[src/hdl/bpa_pkg.sv]
// ----------------------------------------------------------------------------
// bpa_pkg - shared types and constants of the bisulfite pileup accumulator
// Row layout of the pileup memory, job format between front and back end,
// register indexes and the strand/base category table.
// ----------------------------------------------------------------------------
package bpa_pkg;

  localparam int WINDOW_DEPTH = 4096;
  localparam int CATEGORIES   = 8;
  localparam int OFF_W        = $clog2(WINDOW_DEPTH);
  localparam int CAT_W        = $clog2(CATEGORIES);

  localparam int Q_DEPTH = 4;
  localparam int Q_AW    = $clog2(Q_DEPTH);

  localparam int IN_DATA_W  = 56;
  localparam int OUT_DATA_W = 104;

  localparam logic [15:0] CNT_MAX  = 16'hFFFF;
  localparam logic [21:0] QSUM_MAX = 22'h3FFFFF;
  localparam logic [31:0] MSQ_MAX  = 32'hFFFFFFFF;

  // Configuration register indexes
  localparam logic [1:0] REG_QUAL_FLOOR = 2'd0;
  localparam logic [1:0] REG_FILT_QUAL  = 2'd1;
  localparam logic [1:0] REG_WIN_START  = 2'd2;
  localparam logic [1:0] REG_WIN_LEN    = 2'd3;

  localparam logic [1:0] STRAND_UNUSED = 2'd3;

  typedef enum logic [1:0] {
    OP_UPDATE,
    OP_READ,
    OP_READ_ZERO
  } op_t;

  typedef enum logic [1:0] {
    ST_CLEAR,
    ST_IDLE,
    ST_READ,
    ST_EMIT
  } state_t;

  typedef struct packed {
    op_t              op;
    logic [OFF_W-1:0] offset;
    logic [CAT_W-1:0] cat;
    logic             ori;
    logic [5:0]       qual;
    logic [15:0]      sq;
  } job_t;

  typedef struct packed {
    logic [15:0] cnt_fwd;
    logic [15:0] cnt_rev;
    logic [21:0] qsum;
  } cat_acc_t;

  typedef struct packed {
    logic [15:0]                      depth;
    logic [31:0]                      msq;
    cat_acc_t [CATEGORIES-1:0]        cat;
  } row_t;

  // Category of a base on a conversion strand, zero based
  function automatic logic [CAT_W-1:0] cat_lookup(input logic [1:0] strand,
                                                   input logic [1:0] base);
    logic [CAT_W-1:0] c;
    c = '0;
    case (strand)
      2'd0: begin
        case (base)
          2'd0: c = 3'd0;
          2'd1: c = 3'd1;
          2'd2: c = 3'd2;
          default: c = 3'd3;
        endcase
      end
      2'd1: begin
        case (base)
          2'd0: c = 3'd0;
          2'd1: c = 3'd5;
          2'd2: c = 3'd2;
          default: c = 3'd7;
        endcase
      end
      2'd2: begin
        case (base)
          2'd0: c = 3'd4;
          2'd1: c = 3'd1;
          2'd2: c = 3'd6;
          default: c = 3'd3;
        endcase
      end
      default: c = '0;
    endcase
    return c;
  endfunction

endpackage

[src/hdl/bpa_queue.sv]
// ----------------------------------------------------------------------------
// bpa_queue - job queue between front and back end
// Small register FIFO so the classifier and the memory engine stall apart.
// ----------------------------------------------------------------------------
module bpa_queue (
  input  logic          clk,
  input  logic          rst_n,
  input  logic          push,
  input  bpa_pkg::job_t push_job,
  input  logic          pop,
  output logic          full,
  output logic          empty,
  output bpa_pkg::job_t head
);
  import bpa_pkg::*;

  job_t            q_r [Q_DEPTH];
  logic [Q_AW-1:0] wr_ptr_r;
  logic [Q_AW-1:0] rd_ptr_r;
  logic [Q_AW:0]   cnt_r;
  logic [Q_AW:0]   cnt_nxt;
  logic            do_push;
  logic            do_pop;

  assign full    = cnt_r == (Q_AW+1)'(Q_DEPTH);
  assign empty   = cnt_r == '0;
  assign do_push = push && !full;
  assign do_pop  = pop && !empty;
  assign head    = q_r[rd_ptr_r];

  always_comb begin
    cnt_nxt = cnt_r;
    if (do_push && !do_pop) cnt_nxt = cnt_r + 1'b1;
    else if (do_pop && !do_push) cnt_nxt = cnt_r - 1'b1;
  end

  always_ff @(posedge clk) begin
    if (do_push) q_r[wr_ptr_r] <= push_job;
  end

  always_ff @(posedge clk) begin
    if (!rst_n) begin
      wr_ptr_r <= '0;
      rd_ptr_r <= '0;
      cnt_r    <= '0;
    end else begin
      if (do_push) wr_ptr_r <= (wr_ptr_r == Q_AW'(Q_DEPTH-1)) ? '0 : wr_ptr_r + 1'b1;
      if (do_pop)  rd_ptr_r <= (rd_ptr_r == Q_AW'(Q_DEPTH-1)) ? '0 : rd_ptr_r + 1'b1;
      cnt_r <= cnt_nxt;
    end
  end

endmodule

[config.mk]
export PLATFORM = sky130hd
export DESIGN_NAME = bpa_queue
export DESIGN_NICKNAME = d
export VERILOG_FILES = /design/src/hdl/bpa_pkg.sv /design/src/hdl/bpa_queue.sv
export SDC_FILE = /design/constraint.sdc
export NUM_CORES = 1
export LEC_CHECK = 0
export ABC_AREA = 1
export BUFFER_PORTS_ARGS = -buffer_cell sky130_fd_sc_hd__buf_2
export CELL_PAD_IN_SITES_DETAIL_PLACEMENT = 0
export CELL_PAD_IN_SITES_GLOBAL_PLACEMENT = 1
export CORE_MARGIN = 2
export CORE_UTILIZATION = 43
export CTS_CLUSTER_SIZE = 12
export DETAILED_ROUTE_END_ITERATION = 8
export PLACE_DENSITY_LB_ADDON = 0.05
export SLEW_MARGIN = 25
export SYNTH_ARGS = -nofsm -noshare
export SYNTH_HDL_FRONTEND = slang
export SYNTH_SLANG_ARGS = --single-unit
[constraint.sdc]
create_clock -name clk -period 2.7 [get_ports clk]
set_clock_uncertainty 0.1 [all_clocks]
set_input_delay 0.27 -clock clk [delete_from_list [all_inputs] [get_ports clk]]
set_output_delay 0.27 -clock clk [all_outputs]
set_load 0.005 [all_outputs]
==> metrics.md <==
| Metric | Value |
|---|---|
| Status | `completed` |
| Max Cap Viol | `0` |
| Dpl hpwl | `7120 um` |
| Minimum clock period | `2140 ps` |
| 1st-iter DRT viols | `269` |
| Clock-pin slew on the worst setup and hold paths | `60 ps` |
| CTS tree | `yes` |
| Synth warnings | `0` |
| Critical Path RT | `2330 ps` |
| Wire length per cell | `16.6 um` |
| CTS Buffer Depth | `2` |
| Hold Path Class | `input port to flop` |
| Slew margin rel. | `76.2%` |
| Fin Setup TNS | `0 ps` |
| Crit Path Max Fanout | `80` |
| Final WL | `13,100 um` |
| Most common cell after layout, fill and taps aside | `edfxtp_1` |
| Avg Cell Area, Syn | `between 10 and 15 um2` |
| Post-Layout Cell Count | `793` |
| Core Footprint | `15,000 um2` |
| Dpl cells | `~700` |
| Layout cell share with drive strength beyond 1 | `22.5%` |
| Tcrit/Tclk final | `between 70% and 80%` |
| R2r startpoint | `cnt_r[1]$_SDFFE_PN0P_` |
| Post-CTS sizing | `0` |
| Placed cell areas | `between 7000 and 8000 um2` |
| Starting Density | `43.6%` |
| Final Power | `7.73 mW` |
| Antenna cells | `0` |
| Most frequent cells in the layout | `edfxtp_1 (160), nor2_1 (91), buf_2 (85), o21ai_0 (42)` |
| Final core utilization | `between 50% and 60%` |
| Design Area, Final | `around 8100 um2` |
| Largest net degree at the start of global routing | `81` |
| # setup viols final | `0` |
| Cells after synthesis | `459` |
| Async SR Flop Fraction | `0%` |
| CP endpoint kind | `output port` |
| Worst Path Arrival | `~1800 ps` |
| Die X | `127 um` |
| Setup crit start kind | `flop` |
| DR vias | `around 3,900` |
| Mapped Nets | `between 500 and 600` |
| Fin nets | `643` |
| Maximum vdd drop | `0.553 mV` |
| Final hold vios | `0` |
| Setup Fix Bufs, Post-CTS | `0` |
| Mapped cell area | `6550 um2` |
| Vias/cell | `4.95` |
| Final Max Tran Viols | `0` |
| PnR worst setup slack | `563 ps` |
| Rows | `45` |
| Num ports | `86` |
| Cts bufs inserted | `17` |
| First-pass GRT wire length | `20,500 um` |
| Reg2Reg Depth | `13` |
| Min Hold Slack | `35.0 ps` |
| # port buffers | `85` |
| GP Congestion | `around 0.73` |
| Seq cells post-synth | `169` |
| Drt pass-1 iters | `4` |
| Critical path endpoint | `head[12]` |
| RSZ-0062 raised after global routing | `false` |
| Number of global-route vias before repair | `3,896` |
| # DRC | `0` |
| GRT overflow | `0` |
| Post-synth EDFFs | `160` |
| Reg2Reg Setup Slack | `between 700 and 800 ps` |
| Fmax | `around 470 MHz` |
| Lkg Pwr | `between 2 and 3 nW` |
| Post-synth cell types | `21` |
| CP max-delay cell | `dfxtp_2` |
| Die area | `16,200 um2` |
| Die Y | `127 um` |
| Crit path kind | `flop to output port` |
| Clock Root Buffer | `clkbuf_16` |
| Latest clock arrival within the worst-skew pair | `420 ps` |
| Power Density | `952 nW/um2` |
| Final ANT Viol Nets | `0` |
| DP Worst Slack | `approximately 790 ps` |
| Antenna violations before repair | `0` |
| Hold bufs inserted after CTS | `40` |
| H-tree depth | `4` |
| Worst path max stage delay | `330 ps` |
| Fill cells | `1,277` |
| Tot GR Track Use | `approximately 17%` |
| P&R area growth vs syn | `23.9%` |
| Cell chain of the critical path | `buf_12 -> inv_12 -> nor2_1 -> o22ai_1 -> buf_2` |
| Num Clock Sinks | `approximately 170` |
| Post-synthesis sequential area ratio | `about 76%` |
| FF-to-FF End | `cnt_r[2]$_SDFFE_PN0P_` |
| Least-Margin Pin Slew | `357 ps` |
| Main synth FF type | `edfxtp_1` |
[registers in the layout, indices dropped and copies added (netlist names), named ones only]
signal	count
q_r	160
cnt_r	3
wr_ptr_r	2
rd_ptr_r	2
[critical path: cells and delay by family (launching register included)]
kind,cells,cell delay (ps)
buf+inv,3,670
flops,1,330
simple gates,1,80
compound gates,1,240
[Yosys cell counts, types with 2 or more instances]
library cell,instances,area share (%)
a21oi_1,3,0.23
buf_12,4,1.2
buf_2,8,0.61
buf_4,4,0.46
buf_6,5,0.86
buf_8,4,0.92
dfxtp_1,9,2.8
edfxtp_1,160,73
ha_1,6,1.1
inv_1,18,1.0
nand2_1,15,0.86
nand3_1,2,0.15
nor2_1,95,5.4
o21ai_0,42,3.2
o21ai_1,38,2.9
o21ai_2,2,0.27
o22ai_1,40,3.8
[power breakdown]
part	switching [mW]	internal, mW	leakage [nW]	total, mW
combinational	1.19	0.748	1.12	1.94
clock	0.946	1.54	0.284	2.48
sequential	0.107	3.20	1.54	3.31
total	2.24	5.49	2.95	7.73
[worst min-delay path by stage]
stage	to	slack, ps	depth (start not counted)	from
2_1_floorplan	q_r[0][0]$_DFFE_PP_	270	0	push_job[0]
3_3_place_gp	q_r[0][12]$_DFFE_PP_	380	1	push_job[12]
3_5_place_dp	q_r[1][1]$_DFFE_PP_	390	1	push_job[1]
4_1_cts	wr_ptr_r[1]$_SDFFE_PN0P_	30	3	rst_n
5_1_grt	wr_ptr_r[0]$_SDFFE_PN0P_	30	3	rst_n
6_report	wr_ptr_r[1]$_SDFFE_PN0P_	30	3	rst_n
[layer usage]
metal  part of all wire [%]  wire [um]  GRT usage (%)
met2                     49       6390           28.2
met1                     45       5970           21.4
met3                    4.1        536           4.52
met5                      0          0              0
met4                    1.7        225           7.05
[area by class of cell]
cell class | instances | area, um2 | share of cell area, %
clock buffers | 19 | 433 | 5.33
clock inverters | 13 | 176 | 2.17
inverters | 19 | 83.8 | 1.03
multi-input cells | 246 | 1240 | 15.3
flip-flops and latches | 169 | 4990 | 61.4
well taps | 188 | 235 | 2.90
repair buffers | 139 | 956 | 11.8
[logic make-up after synthesis]
family / count (synthesis) / share of synthesized area [%]
DFF: 169 / 76.1
AOI/OAI and AO/OA: 125 / 10.4
and+or+nand+nor: 114 / 6.67
buffers and inverters: 44 / 5.35
adders and majority gates: 7 / 1.45
(Power assumes the default switching activity.)
