**src/hdl/bpa_pkg.sv**
```systemverilog
// ----------------------------------------------------------------------------
// bpa_pkg - shared types and constants of the bisulfite pileup accumulator
// Row layout of the pileup memory, job format between front and back end,
// register indexes and the strand/base category table.
// ----------------------------------------------------------------------------
package bpa_pkg;

  localparam int WINDOW_DEPTH = 4096;
  localparam int CATEGORIES   = 8;
  localparam int OFF_W        = $clog2(WINDOW_DEPTH);
  localparam int CAT_W        = $clog2(CATEGORIES);

  localparam int Q_DEPTH = 4;
  localparam int Q_AW    = $clog2(Q_DEPTH);

  localparam int IN_DATA_W  = 56;
  localparam int OUT_DATA_W = 104;

  localparam logic [15:0] CNT_MAX  = 16'hFFFF;
  localparam logic [21:0] QSUM_MAX = 22'h3FFFFF;
  localparam logic [31:0] MSQ_MAX  = 32'hFFFFFFFF;

  // Configuration register indexes
  localparam logic [1:0] REG_QUAL_FLOOR = 2'd0;
  localparam logic [1:0] REG_FILT_QUAL  = 2'd1;
  localparam logic [1:0] REG_WIN_START  = 2'd2;
  localparam logic [1:0] REG_WIN_LEN    = 2'd3;

  localparam logic [1:0] STRAND_UNUSED = 2'd3;

  typedef enum logic [1:0] {
    OP_UPDATE,
    OP_READ,
    OP_READ_ZERO
  } op_t;

  typedef enum logic [1:0] {
    ST_CLEAR,
    ST_IDLE,
    ST_READ,
    ST_EMIT
  } state_t;

  typedef struct packed {
    op_t              op;
    logic [OFF_W-1:0] offset;
    logic [CAT_W-1:0] cat;
    logic             ori;
    logic [5:0]       qual;
    logic [15:0]      sq;
  } job_t;

  typedef struct packed {
    logic [15:0] cnt_fwd;
    logic [15:0] cnt_rev;
    logic [21:0] qsum;
  } cat_acc_t;

  typedef struct packed {
    logic [15:0]                      depth;
    logic [31:0]                      msq;
    cat_acc_t [CATEGORIES-1:0]        cat;
  } row_t;

  // Category of a base on a conversion strand, zero based
  function automatic logic [CAT_W-1:0] cat_lookup(input logic [1:0] strand,
                                                   input logic [1:0] base);
    logic [CAT_W-1:0] c;
    c = '0;
    case (strand)
      2'd0: begin
        case (base)
          2'd0: c = 3'd0;
          2'd1: c = 3'd1;
          2'd2: c = 3'd2;
          default: c = 3'd3;
        endcase
      end
      2'd1: begin
        case (base)
          2'd0: c = 3'd0;
          2'd1: c = 3'd5;
          2'd2: c = 3'd2;
          default: c = 3'd7;
        endcase
      end
      2'd2: begin
        case (base)
          2'd0: c = 3'd4;
          2'd1: c = 3'd1;
          2'd2: c = 3'd6;
          default: c = 3'd3;
        endcase
      end
      default: c = '0;
    endcase
    return c;
  endfunction

endpackage

```
**src/hdl/bpa_front.sv**
```systemverilog
// ----------------------------------------------------------------------------
// bpa_front - input classifier
// Holds the configuration registers, applies the window and quality tests,
// looks up the category, squares mapq and pushes one job per kept item.
// ----------------------------------------------------------------------------
module bpa_front (
  input  logic                          clk,
  input  logic                          rst_n,
  input  logic                          cfg_wr_en,
  input  logic [1:0]                    cfg_index,
  input  logic [31:0]                   cfg_wdata,
  input  logic                          in_tvalid,
  output logic                          in_tready,
  input  logic [bpa_pkg::IN_DATA_W-1:0] in_tdata,
  input  logic                          in_tuser,
  input  logic                          q_full,
  input  logic                          clearing,
  output logic                          q_push,
  output bpa_pkg::job_t                 q_job
);
  import bpa_pkg::*;

  logic [5:0]  qual_floor_r;
  logic [5:0]  filt_qual_r;
  logic [31:0] win_start_r;
  logic [12:0] win_len_r;

  logic [31:0] position;
  logic [1:0]  base;
  logic [5:0]  qual;
  logic [1:0]  strand;
  logic        ori;
  logic [7:0]  mapq;
  logic [31:0] off;
  logic [31:0] len_eff;
  logic        in_win;
  logic        keep;
  logic        accept;

  always_ff @(posedge clk) begin
    if (!rst_n) begin
      qual_floor_r <= 6'd1;
      filt_qual_r  <= 6'd63;
      win_start_r  <= '0;
      win_len_r    <= 13'(WINDOW_DEPTH);
    end else if (cfg_wr_en) begin
      case (cfg_index)
        REG_QUAL_FLOOR: qual_floor_r <= cfg_wdata[5:0];
        REG_FILT_QUAL:  filt_qual_r  <= cfg_wdata[5:0];
        REG_WIN_START:  win_start_r  <= cfg_wdata;
        REG_WIN_LEN:    win_len_r    <= cfg_wdata[12:0];
        default: ;
      endcase
    end
  end

  assign position = in_tdata[31:0];
  assign base     = in_tdata[33:32];
  assign qual     = in_tdata[39:34];
  assign strand   = in_tdata[41:40];
  assign ori      = in_tdata[42];
  assign mapq     = in_tdata[50:43];

  always_comb begin
    off     = position - win_start_r;
    len_eff = ({19'd0, win_len_r} > 32'(WINDOW_DEPTH)) ? 32'(WINDOW_DEPTH)
                                                       : {19'd0, win_len_r};
    in_win  = off < len_eff;
  end

  always_comb begin
    q_job        = '0;
    q_job.offset = off[OFF_W-1:0];
    q_job.cat    = cat_lookup(strand, base);
    q_job.ori    = ori;
    q_job.qual   = qual;
    q_job.sq     = {8'd0, mapq} * {8'd0, mapq};
    keep         = 1'b0;
    if (in_tuser) begin
      keep     = 1'b1;
      q_job.op = in_win ? OP_READ : OP_READ_ZERO;
    end else begin
      q_job.op = OP_UPDATE;
      keep     = in_win && (strand != STRAND_UNUSED) && (qual >= qual_floor_r)
                 && (qual != filt_qual_r);
    end
  end

  assign in_tready = !q_full && !clearing;
  assign accept    = in_tvalid && in_tready;
  // drop out-of-window and rejected bases here
  assign q_push    = accept && keep;

endmodule

```
**config.mk**
```make
export PLATFORM = sky130hd
export DESIGN_NAME = bpa_front
export DESIGN_NICKNAME = d
export VERILOG_FILES = /design/src/hdl/bpa_pkg.sv /design/src/hdl/bpa_front.sv
export SDC_FILE = /design/constraint.sdc
export NUM_CORES = 1
export LEC_CHECK = 0
export ABC_AREA = 1
export BUFFER_PORTS_ARGS = -buffer_cell sky130_fd_sc_hd__buf_4
export CORE_ASPECT_RATIO = 0.7
export CORE_UTILIZATION = 42
export DETAILED_ROUTE_END_ITERATION = 8
export PLACE_DENSITY = 0.75
export SYNTH_ARGS = -nofsm -noshare
export SYNTH_HDL_FRONTEND = slang
export SYNTH_SLANG_ARGS = --single-unit
```
**constraint.sdc**
```tcl
create_clock -name clk -period 5.3 [get_ports clk]
set_input_delay 0 -clock clk [delete_from_list [all_inputs] [get_ports clk]]
set_output_delay 0 -clock clk [all_outputs]
set_load 0.005 [all_outputs]
```
==> run_results.csv, run 1 <==
group,metric,value,unit
yosys,synthCells,1109,
route,num_vias,7087,
final_layout,final_area,0.00855,sq mm
global_routing,overflow,0,
yosys,synth_area_per_cell,6.19,sq um
power_and_ir_drop,pwr-share-comb,54.8,%
yosys,synth_top_cell_by_area,"nand2_1",
power_and_ir_drop,pwr-share-seq,21.0,%
clock_network,postCtsResizedCells,0,
clock_network,clockBufferDepth,2,
yosys,synthSimpleGateAreaFrac,28.7,%
timing,timing.hold.ws,-14.8,ps
yosys,synth_top_family_by_area,"simple AND/OR/NAND/NOR gates",
clock_network,clk_pin_slew,50,ps
yosys,synth_compound_area_share,12.9,%
floorplan,die_x,155,um
global_routing,grt_pass1_vias,6507,
setup_path,critPathKind,"primary input to primary output",
status,status,"finished, violations left",
setup_path,endpoint_kind,"primary output",
route,vias_per_cell,4.81,
job,drv_cap,0,
floorplan,die_area,0.0169,sq mm
timing,slew_violations,0,
timing,timing.fmax,244,MHz
placed_design,io_buffers,130,
global_routing,grt_use_total,23.8,%
final_layout,diodes,0,
yosys,synth_area_leaders,"nand2_1 17%, dfxtp_1 17%, ha_1 14%",
power_and_ir_drop,clockPowerShare,24.3,%
timing,finClkSkew,0,ps
clock_network,clock-sinks,57,
yosys,synthAdderAreaFrac,22.0,%
floorplan,io_pins,139,
yosys,synthMuxAreaShare,0.164,%
setup_path,arrival,4100,ps
power_and_ir_drop,power_leakage,4.66,nW
clock_network,clkLatencyLatePin,330,ps
timing,rsz0062_at_grt,"false",
clock_network,cts-root-buf,"clkbuf_16",
floorplan,start_util,43.6,%
yosys,yosysWarnings,0,
power_and_ir_drop,p_int,1.32,mW
final_layout,final_common_cell,"nand2_1",
yosys,syn-num-nets,1311,
global_routing,grt_pass1_wl,31.6,mm
placed_design,post-dp-hpwl,16.0,mm
final_layout,fin_util,54.3,%
hold_path,min_path_type,"primary input to register",
power_and_ir_drop,powerDensity,257,mW/mm^2
yosys,synth_xor_area_share,4.59,%
final_layout,fin_nets,1451,
setup_path,cp.required,5300,ps
final_layout,drive_above_1_share,13.9,%
floorplan,core_area,0.0157,sq mm
setup_path,cp_max_fo,8,
status,violations,"negative hold slack",
placed_design,placed_cell_area,0.00797,sq mm
global_routing,grt_start_max_net_pins,65,
timing,layout_setup_ws,1200,ps
final_layout,layout-area-overhead-vs-synth,24.6,%
global_routing,antenna_found_initial,0,
clock_network,htreeDepth,3,
route,routedWlPerCell,13.0,um
power_and_ir_drop,p_total,2.19,mW
power_and_ir_drop,p_sw,877,uW
yosys,ys_seq_elements,57,
timing,finalSetupViolations,0,
route,ant_nets,0,
yosys,netlist_area,0.00686,sq mm
yosys,yosysUniqueCellTypes,35,
timing,slew_headroom,25.6,%
power_and_ir_drop,p_sw_share,40.0,%
floorplan,dieHeight,109,um
clock_network,cts_buffers,9,
timing,period_needed,4100,ps
route,drt_iter0_markers,529,
timing,tightest_slew,1110,ps
route,wl,19.1,mm
placed_design,pre_cts_slack,1220,ps
yosys,synth-seq-area-share,16.6,%
timing,min_period_over_period,77.4,%
timing,fin_setup_tns,0,ps
final_layout,mostFrequentLayoutCells,"312 x nand2_1, 229 x inv_1, 131 x buf_4, 94 x a21oi_1, 79 x ha_1",
timing,hold_viol_final,1,
route,firstDrtPassIters,6,
clock_network,cts_tree,"done",
setup_path,start_kind,"primary input",
route,drc,0,
placed_design,place_congestion,0.964,
yosys,synth_top_area_share,17.1,%
floorplan,rows,38,
power_and_ir_drop,ir_worst_vdd,170,uV
-- critical path, stage by stage --
cell,delay [ps]
buf_4,150
nand2_1,110
inv_1,70
fa_1,480
fa_1,560
inv_1,60
fa_1,540
inv_1,60
fa_1,480
ha_1,360
a21oi_1,170
o21ai_0,90
nor2_1,170
o21ai_0,160
a21oi_1,160
nor2_1,50
nor2_1,120
xor2_1,170
buf_4,130
-- cell type report --
| type | instances | area [sq um] |
|---|---|---|
| Fill cell | 1523 | 7190 |
| Multi-Input combinational cell | 787 | 4700 |
| Timing Repair Buffer | 161 | 1280 |
| Sequential cell | 57 | 1140 |
| Inverter | 233 | 875 |
| Tap cell | 220 | 275 |
| Clock buffer | 12 | 246 |
| Clock inverter | 4 | 28.8 |
-- Yosys cell counts (all sizes together) --
master	instances
a21boi	1
a21oi	97
and2	2
and3	1
buf	9
clkbuf	23
clkinv	3
conb	1
dfxtp	57
fa	26
ha	79
inv	230
mux2	1
nand2	322
nand3	45
nand3b	2
nand4	9
nor2	84
nor3	9
nor3b	1
o211ai	6
o21a	2
o21ai	59
o21bai	2
o31ai	1
or2	1
xnor2	11
xor2	25
-- metal layers --
layer / routed length (um) / up-vias / GRT usage, %
met1: 9800 / 3138 / 35.7
li1: - / 3704 / -
met4: 191 / 0 / 5.16
met2: 7840 / 232 / 36.5
met5: 0 / - / 0
met3: 1290 / 13 / 2.62
-- power groups by stage --
stage          registers (mW)  logic (mW)  clock network (mW)
2_1_floorplan           0.465       0.749                   0
3_3_place_gp            0.467        1.16                   0
3_5_place_dp            0.468        1.18                   0
4_1_cts                 0.459        1.21               0.540
5_1_grt                 0.461        1.36               0.561
6_report                0.460        1.20               0.532
-- what timing repair did --
item                      4_1_cts  5_1_grt
hold buffers                   30        0
hold endpoints to repair       46        0
setup buffers                   0        0
-- cell families (layout without fill, tap and decap cells) --
family | count (synthesis) | count (layout)
DFF | 57 | 57
buffers and inverters | 265 | 410
xor gates and xnor gates | 36 | 36
muxes | 1 | 1
AOI/OAI and AO/OA | 168 | 168
other | 1 | 1
and+or+nand+nor | 476 | 476
adders and majority gates | 105 | 105
-- flip-flops by register name, summed over array words and instances, names as in the netlist --
| register | cells |
|---|---|
| win_len_r | 13 |
| filt_qual_r | 6 |
| win_start_r | 32 |
| qual_floor_r | 6 |
-- worst paths after layout --
check	from	depth (start not counted)	slack (ps)	to
max	in_tdata[45]	19	1200	q_job[15]
min	cfg_wdata[21]	3	-10	win_start_r[21]
max reg2reg	win_start_r[31]	2	4570	win_start_r[31]
min reg2reg	win_start_r[26]	2	460	win_start_r[26]
-- through the flow --
step / hold WS [ps] / std cells
CTS: 0.0346 / 1474
global placement: 0.0346 / 1428
detailed placement: 0.0346 / 1428
floorplan: 34.2 / 1109
global route: 0.0334 / 1474
finish: -14.8 / 1474
No activity file was read; power rests on OpenSTA's default activity.
==> run 2, diff against run 1 <==
Clock period 5.3 ns to 4 ns, I/O delays scaled along.
==> run 2 against run 1 <==
The run now ends clean. Die area stayed put. Sequential share of layout area is 0.24 points lower. Clock-buffer cell count is 3 lower. Sequential cell count stayed put. Power is 39% higher. Sequential power is 32% higher. Combinational power is 44% higher. Register-to-register slack worse by 1300 ps. Critical path type unchanged. Largest power group unchanged. Highest routed layer unchanged.
==> run_results.csv, run 2 (synthesized netlist as in run 1, its figures left out) <==
group,metric,value,unit
final_layout,largest_register_ffs,32,
power_and_ir_drop,ir_worst_vdd,252,uV
floorplan,die_area,0.0169,sq mm
route,routedWlPerCell,13.1,um
setup_path,cp_top_family,"adder cells",
placed_design,post-dp-hpwl,16.2,mm
clock_network,clock-sinks,57,
floorplan,rows,38,
final_layout,nFillCells,1550,
route,top_layer_used,"met4",
power_and_ir_drop,powerDensity,351,mW/mm^2
setup_path,cp_max_fo,8,
timing,slew_violations,0,
setup_path,crit_buf_inv,6,
global_routing,grt_use_total,23.9,%
timing,min_period_over_period,95.8,%
setup_path,critPathKind,"primary input to primary output",
job,drv_cap,0,
final_layout,final_common_cell,"nand2_1",
timing,finalSetupViolations,0,
floorplan,core_area,0.0157,sq mm
global_routing,grt_pass1_wl,31.7,mm
timing,timing.fmax,261,MHz
setup_path,start_kind,"primary input",
route,ant_nets,0,
setup_path,cp.required,4000,ps
setup_path,cpPeakStageDelay,540,ps
clock_network,htreeDepth,3,
hold_path,min_path_type,"primary input to primary output",
final_layout,mostFrequentLayoutCells,"310 x nand2_1, 229 x inv_1, 134 x buf_4, 90 x a21oi_1, 77 x nor2_1",
clock_network,clkLatencyLatePin,330,ps
floorplan,die_x,155,um
final_layout,fin_util,55.3,%
clock_network,cts-root-buf,"clkbuf_16",
timing,period_needed,3830,ps
timing,finClkSkew,0,ps
final_layout,largest-register,"win_start_r",
final_layout,largestRegisters,"win_start_r (32), win_len_r (13)",
timing,fin_setup_tns,0,ps
final_layout,layout-area-overhead-vs-synth,26.8,%
global_routing,overflow,0,
global_routing,grt_pass1_vias,6651,
setup_path,endpoint_kind,"primary output",
route,wl,19.4,mm
floorplan,dieHeight,109,um
final_layout,fin_nets,1460,
clock_network,clockBufferDepth,2,
global_routing,antenna_found_initial,0,
setup_path,crit_chain,"buf_6 > inv_1 > fa_1 > inv_1 > fa_1 > inv_1 > fa_1 > inv_1 > fa_1 > ha_4 > a21oi_2 > o21ai_0 > nor2_1 > o21ai_2 > a21oi_2 > nor2_1 > nor2_1 > xor2_1 > buf_4",
global_routing,grt_start_max_net_pins,50,
final_layout,diodes,0,
route,wl_met1,9.98,mm
setup_path,slowest_stage,"fa_1",
route,vias_per_cell,4.83,
clock_network,cts_buffers,9,
clock_network,cts_tree,"done",
timing,rsz0062_at_grt,"true",
route,wl_met3,1.39,mm
route,drt_iter0_markers,620,
route,num_vias,7161,
route,drc,0,
timing,layout_setup_ws,170,ps
timing,timing.hold.ws,0.0111,ps
setup_path,arrival,3830,ps
placed_design,io_buffers,130,
route,firstDrtPassIters,5,
power_and_ir_drop,power_leakage,4.71,nW
placed_design,pre_cts_slack,-50.2,ps
placed_design,place_congestion,0.942,
status,status,"completed",
final_layout,drive_above_1_share,15.4,%
timing,hold_viol_final,0,
timing,tightest_slew,1100,ps
floorplan,start_util,43.6,%
floorplan,io_pins,139,
route,wl_met2,7.80,mm
timing,slew_headroom,25.8,%
-- run 2: final timing paths --
kind | start | end | slack [ps] | cells after the start
min reg2reg | win_start_r[0] | win_start_r[0] | 450 | 2
max | in_tdata[47] | q_job[15] | 170 | 19
max reg2reg | win_start_r[31] | win_start_r[31] | 3230 | 2
min | in_tdata[42] | q_job[22] | 0.01 | 0
-- run 2: final cells by class --
cell class / count / area (sq um) / area share (%)
clock inverter: 7 / 53.8 / 0.618
sequential: 57 / 1140 / 13.1
multi-input combinational: 787 / 4760 / 54.7
timing repair buffer: 170 / 1370 / 15.7
clock buffer: 9 / 225 / 2.59
tap: 220 / 275 / 3.16
inverter: 233 / 875 / 10.0
-- run 2: report_power, final --
group	switching [mW]	total, mW	internal [mW]
Clock	0.300	0.722	0.422
Sequential	0.0118	0.608	0.596
Combinational	0.937	1.73	0.791
-- run 2: what timing repair did --
| item | 4_1_cts | 5_1_grt |
|---|---|---|
| hold buffers | 33 | 0 |
| pin swaps | 1 | 13 |
| setup endpoints to repair | 1 | 3 |
| hold endpoints to repair | 53 | 0 |
| resized for setup | 4 | 13 |
| buffers inserted | 0 | 1 |
-- run 2: per-layer routing --
layer  up-vias  global-route usage [%]
li1       3727                       -
met1      3159                    35.7
met2       248                    35.9
met3        27                    3.26
met4         0                    5.87
met5         -                       0
-- run 2: stage by stage --
step / area (sq um) / cells / total power [mW]
after floorplan: 6860 / 1109 / 1.61
after global placement: 8010 / 1433 / 2.17
after detailed placement: 8010 / 1433 / 2.21
after CTS: 8650 / 1482 / 3.00
after global routing: 8700 / 1483 / 3.29
final: 8700 / 1483 / 3.06
